===== src/rtl/core/assert_macros.svh =====
`ifndef ASSERT_MACROS_SVH
`define ASSERT_MACROS_SVH

// checked at every rising clock edge outside reset
`define SCL_ASSERT(lbl, prop, msg) \
  lbl: assert property (@(posedge clk) disable iff (rst) prop) else $error(msg);

// checked at every rising clock edge, reset included
`define SCL_ASSERT_ALWAYS(lbl, prop, msg) \
  lbl: assert property (@(posedge clk) prop) else $error(msg);

`endif


===== src/rtl/core/scl_pkg.sv =====
package scl_pkg;

  localparam logic [7:0] CHAR_CR    = 8'h0D;
  localparam logic [7:0] CHAR_SPACE = 8'h20;
  localparam logic [7:0] CHAR_PLUS  = 8'h2B;
  localparam logic [7:0] CHAR_MINUS = 8'h2D;
  localparam logic [7:0] CHAR_ZERO  = 8'h30;
  localparam logic [7:0] CHAR_NINE  = 8'h39;
  localparam logic [7:0] CHAR_TAB   = 8'h09;
  localparam logic [7:0] CHAR_WS_HI = 8'h0D;

  localparam logic [7:0] SERVO_LETTER_RESET = 8'd115;
  localparam logic [7:0] SERVO_MAX_RESET    = 8'd12;

  localparam int CFG_IDX_W  = 1;
  localparam int CFG_DATA_W = 8;
  localparam logic [CFG_IDX_W-1:0] CFG_SERVO_LETTER = 1'b0;
  localparam logic [CFG_IDX_W-1:0] CFG_SERVO_MAX    = 1'b1;

  localparam int OUT_ARGS     = 4;
  localparam int ARG_OUT_BITS = 32;
  localparam int OUT_BITS     = 2 + 8 + 8 + OUT_ARGS * ARG_OUT_BITS;
  localparam int TDATA_W      = ((OUT_BITS + 7) / 8) * 8;

  typedef enum logic [1:0] {
    ST_SERVO_WRITE = 2'd0,
    ST_BAD_SERVO   = 2'd1,
    ST_UNKNOWN     = 2'd2
  } status_t;

  typedef enum logic [1:0] {
    PH_LEAD   = 2'd0,
    PH_DIGITS = 2'd1,
    PH_DONE   = 2'd2
  } phase_t;

  typedef logic signed [ARG_OUT_BITS-1:0] arg_word_t;

  typedef struct packed {
    logic [7:0] servo_letter;
    logic [7:0] servo_max;
  } cfg_t;

  typedef struct packed {
    status_t                    status;
    logic [7:0]                 command_code;
    logic [7:0]                 servo_index;
    arg_word_t [OUT_ARGS-1:0]   args;
  } result_t;

endpackage


===== src/rtl/core/scl_acc.sv =====
module scl_acc #(
  parameter int VALUE_BITS = 32
) (
  input  logic signed [VALUE_BITS-1:0] value,
  input  logic                         negative,
  input  logic [3:0]                   digit,
  output logic signed [VALUE_BITS-1:0] value_next
);

  localparam int WIDE = VALUE_BITS + 4;

  logic [VALUE_BITS-1:0] mag;
  logic [WIDE-1:0]       mag_wide;
  logic [WIDE-1:0]       prod;
  logic [WIDE-1:0]       limit;
  logic [VALUE_BITS-1:0] mag_next;

  always_comb begin
    mag      = negative ? (VALUE_BITS'(0) - $unsigned(value)) : $unsigned(value);
    mag_wide = WIDE'(mag);
    // times ten plus digit
    prod     = (mag_wide << 3) + (mag_wide << 1) + WIDE'(digit);
    limit    = negative ? (WIDE'(1) << (VALUE_BITS - 1))
                        : ((WIDE'(1) << (VALUE_BITS - 1)) - WIDE'(1));
    mag_next = (prod > limit) ? limit[VALUE_BITS-1:0] : prod[VALUE_BITS-1:0];
    value_next = negative ? $signed(VALUE_BITS'(0) - mag_next) : $signed(mag_next);
  end

endmodule


===== src/rtl/core/scl_parse.sv =====
module scl_parse #(
  parameter int FIELD_CHARS = 16,
  parameter int ARG_FIELDS  = 4,
  parameter int VALUE_BITS  = 32
) (
  input  logic             clk,
  input  logic             rst,
  input  logic             in_valid,
  output logic             in_ready,
  input  logic [7:0]       in_byte,
  input  scl_pkg::cfg_t    cfg,
  input  logic             out_free,
  output logic             res_fire,
  output scl_pkg::result_t res
);

  localparam int CH_W   = $clog2(FIELD_CHARS);
  localparam int FNUM_W = $clog2(ARG_FIELDS + 1);
  localparam int AIDX_W = (ARG_FIELDS > 1) ? $clog2(ARG_FIELDS) : 1;
  localparam int CW     = ((VALUE_BITS > 8) ? VALUE_BITS : 8) + 1;

  logic                         byte_valid;
  logic [7:0]                   byte_q;
  logic                         advance;

  logic [7:0]                   cmd_letter, cmd_letter_next;
  logic [FNUM_W-1:0]            field_num, field_num_next;
  logic [CH_W-1:0]              chars, chars_next;
  scl_pkg::phase_t              phase, phase_next;
  logic                         neg, neg_next;
  logic signed [VALUE_BITS-1:0] arg_val      [ARG_FIELDS];
  logic signed [VALUE_BITS-1:0] arg_val_next [ARG_FIELDS];

  logic [AIDX_W-1:0]            k;
  logic signed [VALUE_BITS-1:0] sel_val;
  logic signed [VALUE_BITS-1:0] acc_val;
  logic                         is_digit;
  logic                         is_ws;
  logic                         is_sign;
  logic [VALUE_BITS-1:0]        a1_dec;
  logic                         a1_ok;

  scl_pkg::arg_word_t [scl_pkg::OUT_ARGS-1:0] args_out;

  assign advance  = byte_valid && ((byte_q != scl_pkg::CHAR_CR) || out_free);
  assign in_ready = !byte_valid || advance;
  assign res_fire = byte_valid && (byte_q == scl_pkg::CHAR_CR) && out_free;

  always_ff @(posedge clk) begin
    if (rst) begin
      byte_valid <= 1'b0;
    end else if (in_ready) begin
      byte_valid <= in_valid;
    end
    if (in_ready && in_valid) begin
      byte_q <= in_byte;
    end
  end

  always_ff @(posedge clk) begin
    if (rst) begin
      cmd_letter <= '0;
      field_num  <= '0;
      chars      <= '0;
      phase      <= scl_pkg::PH_LEAD;
      neg        <= 1'b0;
      for (int j = 0; j < ARG_FIELDS; j++) begin
        arg_val[j] <= '0;
      end
    end else begin
      cmd_letter <= cmd_letter_next;
      field_num  <= field_num_next;
      chars      <= chars_next;
      phase      <= phase_next;
      neg        <= neg_next;
      for (int j = 0; j < ARG_FIELDS; j++) begin
        arg_val[j] <= arg_val_next[j];
      end
    end
  end

  assign k        = AIDX_W'(field_num - FNUM_W'(1));
  assign is_digit = (byte_q >= scl_pkg::CHAR_ZERO) && (byte_q <= scl_pkg::CHAR_NINE);
  assign is_ws    = (byte_q >= scl_pkg::CHAR_TAB) && (byte_q <= scl_pkg::CHAR_WS_HI);
  assign is_sign  = (byte_q == scl_pkg::CHAR_PLUS) || (byte_q == scl_pkg::CHAR_MINUS);

  always_comb begin
    sel_val = '0;
    for (int j = 0; j < ARG_FIELDS; j++) begin
      if (AIDX_W'(j) == k) begin
        sel_val = arg_val[j];
      end
    end
  end

  scl_acc #(
    .VALUE_BITS(VALUE_BITS)
  ) u_acc (
    .value      (sel_val),
    .negative   (neg),
    .digit      (byte_q[3:0]),
    .value_next (acc_val)
  );

  always_comb begin
    cmd_letter_next = cmd_letter;
    field_num_next  = field_num;
    chars_next      = chars;
    phase_next      = phase;
    neg_next        = neg;
    for (int j = 0; j < ARG_FIELDS; j++) begin
      arg_val_next[j] = arg_val[j];
    end

    if (advance) begin
      if (byte_q == scl_pkg::CHAR_CR) begin
        cmd_letter_next = '0;
        field_num_next  = '0;
        chars_next      = '0;
        phase_next      = scl_pkg::PH_LEAD;
        neg_next        = 1'b0;
        for (int j = 0; j < ARG_FIELDS; j++) begin
          arg_val_next[j] = '0;
        end
      end else if (byte_q == scl_pkg::CHAR_SPACE) begin
        if (field_num < FNUM_W'(ARG_FIELDS)) begin
          field_num_next = field_num + FNUM_W'(1);
        end else begin
          // extra space restarts the last field
          arg_val_next[ARG_FIELDS-1] = '0;
        end
        chars_next = '0;
        phase_next = scl_pkg::PH_LEAD;
        neg_next   = 1'b0;
      end else if (field_num == '0) begin
        cmd_letter_next = byte_q;
      end else if (chars < CH_W'(FIELD_CHARS - 1)) begin
        chars_next = chars + CH_W'(1);
        case (phase)
          scl_pkg::PH_LEAD: begin
            if (is_ws) begin
              phase_next = scl_pkg::PH_LEAD;
            end else if (is_sign) begin
              neg_next   = (byte_q == scl_pkg::CHAR_MINUS);
              phase_next = scl_pkg::PH_DIGITS;
            end else if (!is_digit) begin
              phase_next = scl_pkg::PH_DONE;
            end else begin
              phase_next = scl_pkg::PH_DIGITS;
              for (int j = 0; j < ARG_FIELDS; j++) begin
                if (AIDX_W'(j) == k) begin
                  arg_val_next[j] = acc_val;
                end
              end
            end
          end
          scl_pkg::PH_DIGITS: begin
            if (!is_digit) begin
              phase_next = scl_pkg::PH_DONE;
            end else begin
              for (int j = 0; j < ARG_FIELDS; j++) begin
                if (AIDX_W'(j) == k) begin
                  arg_val_next[j] = acc_val;
                end
              end
            end
          end
          default: begin
            phase_next = phase;
          end
        endcase
      end
    end
  end

  // line result, taken from the state as it stands at the carriage return
  assign a1_dec = $unsigned(arg_val[0]) - VALUE_BITS'(1);
  assign a1_ok  = !arg_val[0][VALUE_BITS-1] && (arg_val[0] != '0)
                  && (CW'($unsigned(arg_val[0])) <= CW'(cfg.servo_max));

  for (genvar j = 0; j < scl_pkg::OUT_ARGS; j++) begin : g_out
    if (j < ARG_FIELDS) begin : g_used
      assign args_out[j] = scl_pkg::ARG_OUT_BITS'(arg_val[j]);
    end else begin : g_absent
      assign args_out[j] = '0;
    end
  end

  always_comb begin
    res.command_code = cmd_letter;
    res.servo_index  = '0;
    res.args         = args_out;
    if (cmd_letter == cfg.servo_letter) begin
      if (a1_ok) begin
        res.status      = scl_pkg::ST_SERVO_WRITE;
        res.servo_index = a1_dec[7:0];
      end else begin
        res.status = scl_pkg::ST_BAD_SERVO;
      end
    end else begin
      res.status = scl_pkg::ST_UNKNOWN;
    end
  end

endmodule


===== src/rtl/core/serial_command_line_parser.sv =====
// Serial command line parser. Takes one received byte per word on the s_ side and
// sustains one byte per clock while no carriage return is held; a line ends in
// carriage return, and its result word reaches m_ through the input register, then
// the result register. Back-pressure on m_ holds the next carriage return in the
// input register until the waiting result is taken, stalling s_. The user must write
// the servo letter and highest servo number on cfg_ while idle; it is not enforced.
`include "assert_macros.svh"

module serial_command_line_parser #(
  parameter int FIELD_CHARS = 16,
  parameter int ARG_FIELDS  = 4,
  parameter int VALUE_BITS  = 32
) (
  input  logic                            clk,
  input  logic                            rst,
  input  logic                            s_tvalid,
  output logic                            s_tready,
  input  logic [7:0]                      s_tdata,   // rx_byte
  output logic                            m_tvalid,
  input  logic                            m_tready,
  // status, command_code, servo_index, arg_one, arg_two, arg_three, arg_four, zero pad
  output logic [scl_pkg::TDATA_W-1:0]     m_tdata,
  input  logic                            cfg_wr_en,
  input  logic [scl_pkg::CFG_IDX_W-1:0]   cfg_index,
  input  logic [scl_pkg::CFG_DATA_W-1:0]  cfg_data
);

  scl_pkg::cfg_t    cfg;
  scl_pkg::result_t res;
  scl_pkg::result_t res_q;
  logic             res_fire;
  logic             out_free;

  always_ff @(posedge clk) begin
    if (rst) begin
      cfg.servo_letter <= scl_pkg::SERVO_LETTER_RESET;
      cfg.servo_max    <= scl_pkg::SERVO_MAX_RESET;
    end else if (cfg_wr_en) begin
      case (cfg_index)
        scl_pkg::CFG_SERVO_LETTER: cfg.servo_letter <= cfg_data;
        scl_pkg::CFG_SERVO_MAX:    cfg.servo_max    <= cfg_data;
        default: begin
        end
      endcase
    end
  end

  assign out_free = !m_tvalid || m_tready;

  scl_parse #(
    .FIELD_CHARS(FIELD_CHARS),
    .ARG_FIELDS (ARG_FIELDS),
    .VALUE_BITS (VALUE_BITS)
  ) u_parse (
    .clk      (clk),
    .rst      (rst),
    .in_valid (s_tvalid),
    .in_ready (s_tready),
    .in_byte  (s_tdata),
    .cfg      (cfg),
    .out_free (out_free),
    .res_fire (res_fire),
    .res      (res)
  );

  always_ff @(posedge clk) begin
    if (rst) begin
      m_tvalid <= 1'b0;
    end else if (res_fire) begin
      m_tvalid <= 1'b1;
    end else if (m_tready) begin
      m_tvalid <= 1'b0;
    end
    if (res_fire) begin
      res_q <= res;
    end
  end

  assign m_tdata = scl_pkg::TDATA_W'({res_q.args, res_q.servo_index,
                                      res_q.command_code, res_q.status});

  `SCL_ASSERT(a_no_overwrite, (m_tvalid && !m_tready) |-> !res_fire, "result overwritten while waiting")
  `SCL_ASSERT(a_fire_shows, res_fire |=> m_tvalid, "line result not presented")
  `SCL_ASSERT(a_servo_range, (m_tvalid && (res_q.status == scl_pkg::ST_SERVO_WRITE)) |-> (res_q.servo_index < cfg.servo_max), "servo index beyond highest servo")
  `SCL_ASSERT_ALWAYS(a_reset_empty, rst |=> !m_tvalid, "result word present after reset")

endmodule


===== config.mk =====
export PLATFORM = sky130hd
export DESIGN_NAME = serial_command_line_parser
export DESIGN_NICKNAME = d
export VERILOG_FILES = /design/src/rtl/core/scl_pkg.sv /design/src/rtl/core/scl_acc.sv /design/src/rtl/core/scl_parse.sv /design/src/rtl/core/serial_command_line_parser.sv
export VERILOG_INCLUDE_DIRS = /design/src /design/src/rtl/core
export SDC_FILE = /design/constraint.sdc
export NUM_CORES = 1
export LEC_CHECK = 0
export BUFFER_PORTS_ARGS = -buffer_cell sky130_fd_sc_hd__buf_2
export CORE_MARGIN = 2
export CORE_UTILIZATION = 54
export DETAILED_ROUTE_END_ITERATION = 8
export PLACE_DENSITY = 0.79
export SETUP_SLACK_MARGIN = 0.4
export SLEW_MARGIN = 10
export SYNTH_ARGS = -nofsm -noshare
export SYNTH_HDL_FRONTEND = slang
export SYNTH_SLANG_ARGS = --single-unit

===== constraint.sdc =====
create_clock -name clk -period 9.1 [get_ports clk]
set_input_delay 0.91 -clock clk [delete_from_list [all_inputs] [get_ports clk]]
set_output_delay 0.91 -clock clk [all_outputs]
set_load 0.02 [all_outputs]

==> results of run 1 <==
[worst paths after layout]
| kind | from | to | slack, ns | cells past startpoint |
|---|---|---|---|---|
| worst max-delay path | u_parse.field_num[1] | u_parse.arg_val[0][22] | 0.76 | 34 |
| worst min register to register | u_parse.arg_val[3][22] | m_tdata[136] | 0.46 | 0 |
| worst max register to register | u_parse.field_num[1] | u_parse.arg_val[0][22] | 0.76 | 34 |
| worst min-delay path | u_parse.arg_val[3][22] | m_tdata[136] | 0.46 | 0 |
[report_power, final]
part	switching, mW	internal, mW
Combinational	0.0612	0.0309
Sequential	0.0110	1.50
Clock	0.543	0.750
Total	0.616	2.28
[final cells by class]
class,instances,area [µm²],area share
clock buffer,35,769,0.0379
tap,442,553,0.0273
sequential,318,7910,0.390
multi-input combinational,1454,9350,0.461
antenna,1,2.50,0.000123
timing repair buffer,221,1260,0.0623
clock inverter,19,241,0.0119
inverter,50,188,0.00926
[per-stage QoR]
step	hold slack (ns)	area (µm²)	util
floorplan	0.421	17800	-
global placement	0.442	19100	0.588
detailed placement	0.433	19100	0.588
CTS	0.455	20100	0.620
global route	0.471	20300	0.625
finish	0.458	20300	0.625
[state kept, by name, summed over array words and instances (netlist names)]
name and flops:
u_parse.byte_valid 1, u_parse.phase 2, u_parse.neg 1, m_tvalid 1
m_tdata 146, u_parse.cmd_letter 8, u_parse.chars 4, cfg 16
u_parse.byte_q 8, u_parse.field_num 3, u_parse.arg_val 128
[cells in the mapped netlist, types with 20 or more instances]
master / count
nand2_1: 319
dfxtp_1: 164
edfxtp_1: 154
o21ai_0: 134
nor2_1: 113
ha_1: 100
a21oi_1: 98
clkbuf_1: 64
inv_1: 48
o31ai_1: 46
nand3_1: 44
xor2_1: 42
xnor2_1: 35
o211ai_1: 34
a21o_1: 30
nor2b_1: 29
o21ai_1: 29
nand4_1: 27
nor3_1: 25
and2_1: 24
a31oi_1: 23
nand3b_1: 20
[cell families after synthesis]
group | after synthesis
AND/OR/NAND/NOR | 716
AO/OA/AOI/OAI | 529
flip-flops | 318
buffers and inverters | 154
adder cells (fa/ha/maj) | 101
XOR/XNOR | 79
multiplexers | 23
other | 1
[routing by layer]
| metal | part of all wire | vias up | GRT usage |
|---|---|---|---|
| li1 | - | 7360 | - |
| met1 | 0.44 | 7564 | 0.433 |
| met2 | 0.45 | 871 | 0.450 |
| met3 | 0.093 | 82 | 0.0344 |
| met4 | 0.020 | 2 | 0.0670 |
| met5 | 0.00025 | - | 0 |
[repair_timing]
action                     CTS  global route
pin swaps                    0             8
resized for setup            4            28
setup endpoints to repair   12           114
setup buffers                0             8
==> results.sh, run 1 <==
export IMPL_insertion_delay_ns=0.56
export IMPL_dp_cells=2477
export IMPL_cpPeakStageDelay_ns=0.46
export IMPL_first_iter_violations=1974
export IMPL_maxCapViolations=0
export IMPL_fp_coreArea_mm2=0.0325
export IMPL_synth_mux_area_frac=0.0134
export IMPL_synth_xor_area_share=0.0398
export IMPL_seq_area_frac_synth=0.445
export IMPL_synthCells=1921
export IMPL_cts_hold_buf=0
export IMPL_grt_pass1_wl_um=79100
export IMPL_clockRootBuffer="clkbuf_16"
export IMPL_post_place_ws_ns=0.364
export IMPL_period_share=0.917
export IMPL_synthArstFlopShare=0
export IMPL_hold_violations=0
export IMPL_place_congestion=0.924
export IMPL_layout_common_cells="nand2_1, buf_2, dfxtp_1, edfxtp_1, o21ai_0"
export IMPL_clock_fmax_ghz=0.120
export IMPL_setup_tns_ns=0
export IMPL_cts_buffer_depth=3
export IMPL_numCtsBuffers=29
export IMPL_max_slew_margin=0.275
export IMPL_synthSimpleGateAreaFrac=0.197
export IMPL_start_kind="register"
export IMPL_fin_cells=2540
export IMPL_required_ns=9.49
export IMPL_ant_nets=0
export IMPL_track_usage=0.290
export IMPL_routed_wl_um=51800
export IMPL_vias=15900
export IMPL_power_density_mw_per_mm2=143
export IMPL_fp_dieH_um=185
export IMPL_rows=66
export IMPL_power_total_mw=2.89
export IMPL_dr_pass1_iters=6
export IMPL_post_drt_wl_per_cell_um=20.4
export IMPL_critPathCaptureType="register"
export IMPL_layout_commonest_cell="nand2_1"
export IMPL_synth_compound_area_frac=0.195
export IMPL_cts_tree="yes"
export IMPL_hold_path_class="register to register"
export IMPL_ir_worst_vdd_uv=123
export IMPL_synth_area_leader_cell="edfxtp_1"
export IMPL_critical_path_top_delay_family="compound AO/OA/AOI/OAI gates"
export IMPL_drive_gt1_frac=0.167
export IMPL_synth_distinct_cells=94
export IMPL_synth_seq_cells=318
export IMPL_synthTopCellsByArea="edfxtp_1, dfxtp_1, ha_1, nand2_1, o21ai_0"
export IMPL_synth_top_family_by_area="simple AND/OR/NAND/NOR gates"
export IMPL_critPathMaxFanout=17
export IMPL_setup_ws_ns=0.758
export IMPL_syn_area_mm2=0.0178
export IMPL_status="complete, no violations"
export IMPL_cts_sinks=318
export IMPL_dp_hpwl_um=37700
export IMPL_cp_data_arrival_time_ns=8.73
export IMPL_cts_clk_slew_worst_paths_ns=0.07
export IMPL_htreeDepth=1
export IMPL_grt_max_degree=82
export IMPL_synthAdderAreaFrac=0.0716
export IMPL_gr_total_overflow=0
export IMPL_nNetsFinal=2197
export IMPL_cp_buffers_inverters=5
export IMPL_yosys_warnings=0
export IMPL_slowest_stage="a222oi_1"
export IMPL_fin_crit_ns=8.34
export IMPL_io_pins=176
export IMPL_yosys_area_top_type_share=0.260
export IMPL_antenna_found_initial=1
export IMPL_synth_avg_cell_area_um2=9.24
export IMPL_skew_ns=0.0204
export IMPL_synth_main_ff_cell="dfxtp_1"
export IMPL_viasPerCell=6.25
export IMPL_synth_edff_count=154
export IMPL_syn_to_final_growth_pct=14.2
export IMPL_crit_type="register to register"
export IMPL_rsz0062_at_grt="false"
export IMPL_initial_core_util=0.547
export IMPL_first_global_vias=14300
export IMPL_setup_viol=0
export IMPL_maxSlewViolCount=0
export IMPL_fillers=2624
export IMPL_drc_errors=0
export IMPL_die_w_um=185
export IMPL_tightestPinTransition_ns=1.08
export IMPL_port_buffers=169
export IMPL_p_leak_nw=8.24
export IMPL_dieArea_mm2=0.0343
(Power assumes the default switching activity.)
==> run 2: changes to the inputs <==
Settings changed: PLACE_DENSITY 0.79 to 0.77.
==> run 2 against run 1 <==
Clock power rose by 5%; clock skew rose by 0.0027 ns; final area rose by 0.58%; core utilization rose by 0.36 points.
==> results.sh, run 2 (synthesis results as in run 1) <==
export IMPL_io_pins=176
export IMPL_hold_path_class="register to register"
export IMPL_drive_gt1_frac=0.174
export IMPL_crit_end="u_parse.arg_val[0][6]"
export IMPL_numCtsBuffers=29
export IMPL_setup_viol=0
export IMPL_cts_hold_buf=0
export IMPL_p_leak_nw=8.27
export IMPL_drc_errors=0
export IMPL_initial_core_util=0.547
export IMPL_reg2reg_to="u_parse.arg_val[0][6]"
export IMPL_swShare=0.211
export IMPL_p_comb_frac=0.031
export IMPL_crit_type="register to register"
export IMPL_reg2reg_setup_slack_ns=0.77
export IMPL_die_w_um=185
export IMPL_power_density_mw_per_mm2=145
export IMPL_clockRootBuffer="clkbuf_16"
export IMPL_hold_violations=0
export IMPL_gr_total_overflow=0
export IMPL_setup_ws_ns=0.773
export IMPL_slowest_stage="a221o_1"
export IMPL_post_place_ws_ns=0.423
export IMPL_cts_clk_slew_worst_paths_ns=0.07
export IMPL_layout_commonest_cell="nand2_1"
export IMPL_tightestPinTransition_ns=1.11
export IMPL_power_total_mw=2.95
export IMPL_setup_worst_path_start="u_parse.field_num[0]"
export IMPL_place_congestion=0.978
export IMPL_viasPerCell=6.27
export IMPL_htreeDepth=1
export IMPL_fp_dieH_um=185
export IMPL_clock_fmax_ghz=0.120
export IMPL_power_switching_mw=0.623
export IMPL_fp_coreArea_mm2=0.0325
export IMPL_ir_worst_vdd_uv=131
export IMPL_dp_cells=2485
export IMPL_cp_buffers_inverters=6
export IMPL_first_iter_violations=1952
export IMPL_critical_path_top_delay_family="compound AO/OA/AOI/OAI gates"
export IMPL_nNetsFinal=2200
export IMPL_maxCapViolations=0
export IMPL_dr_pass1_iters=6
export IMPL_critPathMaxFanout=46
export IMPL_diodes=0
export IMPL_critPathCaptureType="register"
export IMPL_seqPwrFrac=0.511
export IMPL_required_ns=9.55
export IMPL_fin_cells=2541
export IMPL_cpPeakStageDelay_ns=0.53
export IMPL_placed_area_mm2=0.0191
export IMPL_first_global_vias=14700
export IMPL_fin_util=0.628
export IMPL_port_buffers=169
export IMPL_dp_hpwl_um=38300
export IMPL_routed_wl_um=52900
export IMPL_status="complete, no violations"
export IMPL_largest_register_ffs=146
export IMPL_p_clk_frac=0.458
export IMPL_cp_data_arrival_time_ns=8.78
export IMPL_grt_max_degree=83
export IMPL_track_usage=0.302
export IMPL_rr_worst_depth=34
export IMPL_antenna_found_initial=0
export IMPL_final_area_mm2=0.0204
export IMPL_max_slew_margin=0.252
export IMPL_cts_buffer_depth=3
export IMPL_fillers=2675
export IMPL_grt_pass1_wl_um=81700
export IMPL_period_share=0.915
export IMPL_cts_tree="yes"
export IMPL_rows=66
export IMPL_cpMostUsedCell="ha_1"
export IMPL_skew_ns=0.0231
export IMPL_syn_to_final_growth_pct=14.9
export IMPL_cts_sinks=318
export IMPL_fin_crit_ns=8.33
export IMPL_p_int_mw=2.33
export IMPL_fin_hold_ws_ns=0.457
export IMPL_insertion_delay_ns=0.56
export IMPL_ant_nets=0
export IMPL_post_drt_wl_per_cell_um=20.8
export IMPL_r2r_start="u_parse.field_num[0]"
export IMPL_start_kind="register"
export IMPL_vias=15900
export IMPL_setup_tns_ns=0
export IMPL_rsz0062_at_grt="false"
export IMPL_layout_common_cells="nand2_1, buf_2, dfxtp_1, edfxtp_1, o21ai_0"
export IMPL_dieArea_mm2=0.0343
export IMPL_maxSlewViolCount=0
export IMPL_path_depth=34
==> run 2: changes by cell type in the layout (fill, tap and decap cells not counted), moves of 3 or more <==
cell	before	now
clkbuf_1	5	0
ha_2	2	7
clkinvlp_4	2	6
o21ai_0	130	126
o21ai_1	31	35
buf_4	48	51
ha_1	95	92
nor2_2	3	6
==> run 2: cell type report <==
| class | count | area [µm²] | area share |
|---|---|---|---|
| multi-input combinational | 1454 | 9380 | 0.460 |
| sequential | 318 | 7910 | 0.388 |
| timing repair buffer | 224 | 1280 | 0.0628 |
| clock buffer | 32 | 790 | 0.0387 |
| tap | 442 | 553 | 0.0271 |
| clock inverter | 21 | 295 | 0.0145 |
| inverter | 50 | 188 | 0.00920 |
==> run 2: metal layers <==
metal	track usage	routed length, µm
met1	0.437	22600
met2	0.465	23600
met3	0.0440	5180
met4	0.0911	1540
met5	0	0
==> run 2: worst min-delay path by stage <==
stage / slack (ns) / from / endpoint / depth (start not counted)
6_report: 0.46 / cfg[7] / cfg[7] / 2
5_1_grt: 0.48 / u_parse.arg_val[1][1] / m_tdata[51] / 0
4_1_cts: 0.46 / cfg[7] / cfg[7] / 2
3_5_place_dp: 0.44 / u_parse.arg_val[3][11] / m_tdata[125] / 0
3_3_place_gp: 0.43 / u_parse.arg_val[3][11] / m_tdata[125] / 0
2_1_floorplan: 0.42 / u_parse.arg_val[3][7] / m_tdata[121] / 0
==> run 2: power groups by stage <==
stage                     logic, mW  clock network [mW]  registers (mW)
after global placement       0.0860                   0            1.54
after global routing         0.0995                1.42            1.51
final                        0.0918                1.35            1.51
after detailed placement     0.0882                   0            1.54
after floorplan              0.0638                   0            1.54
after CTS                    0.0888                1.36            1.51
==> run 2: timing repair <==
item / in CTS / in global routing
buffers inserted: 0 / 3
setup endpoints to repair: 8 / 101
endpoints found under the hold margin: 0 / 0
gates resized for setup: 2 / 41
pin swaps: 0 / 6
==> run 2: worst min-delay path: stages (launching register included) <==
cell,delay [ns]
dfxtp_1,0.31
nand2_1,0.05
a21oi_1,0.05
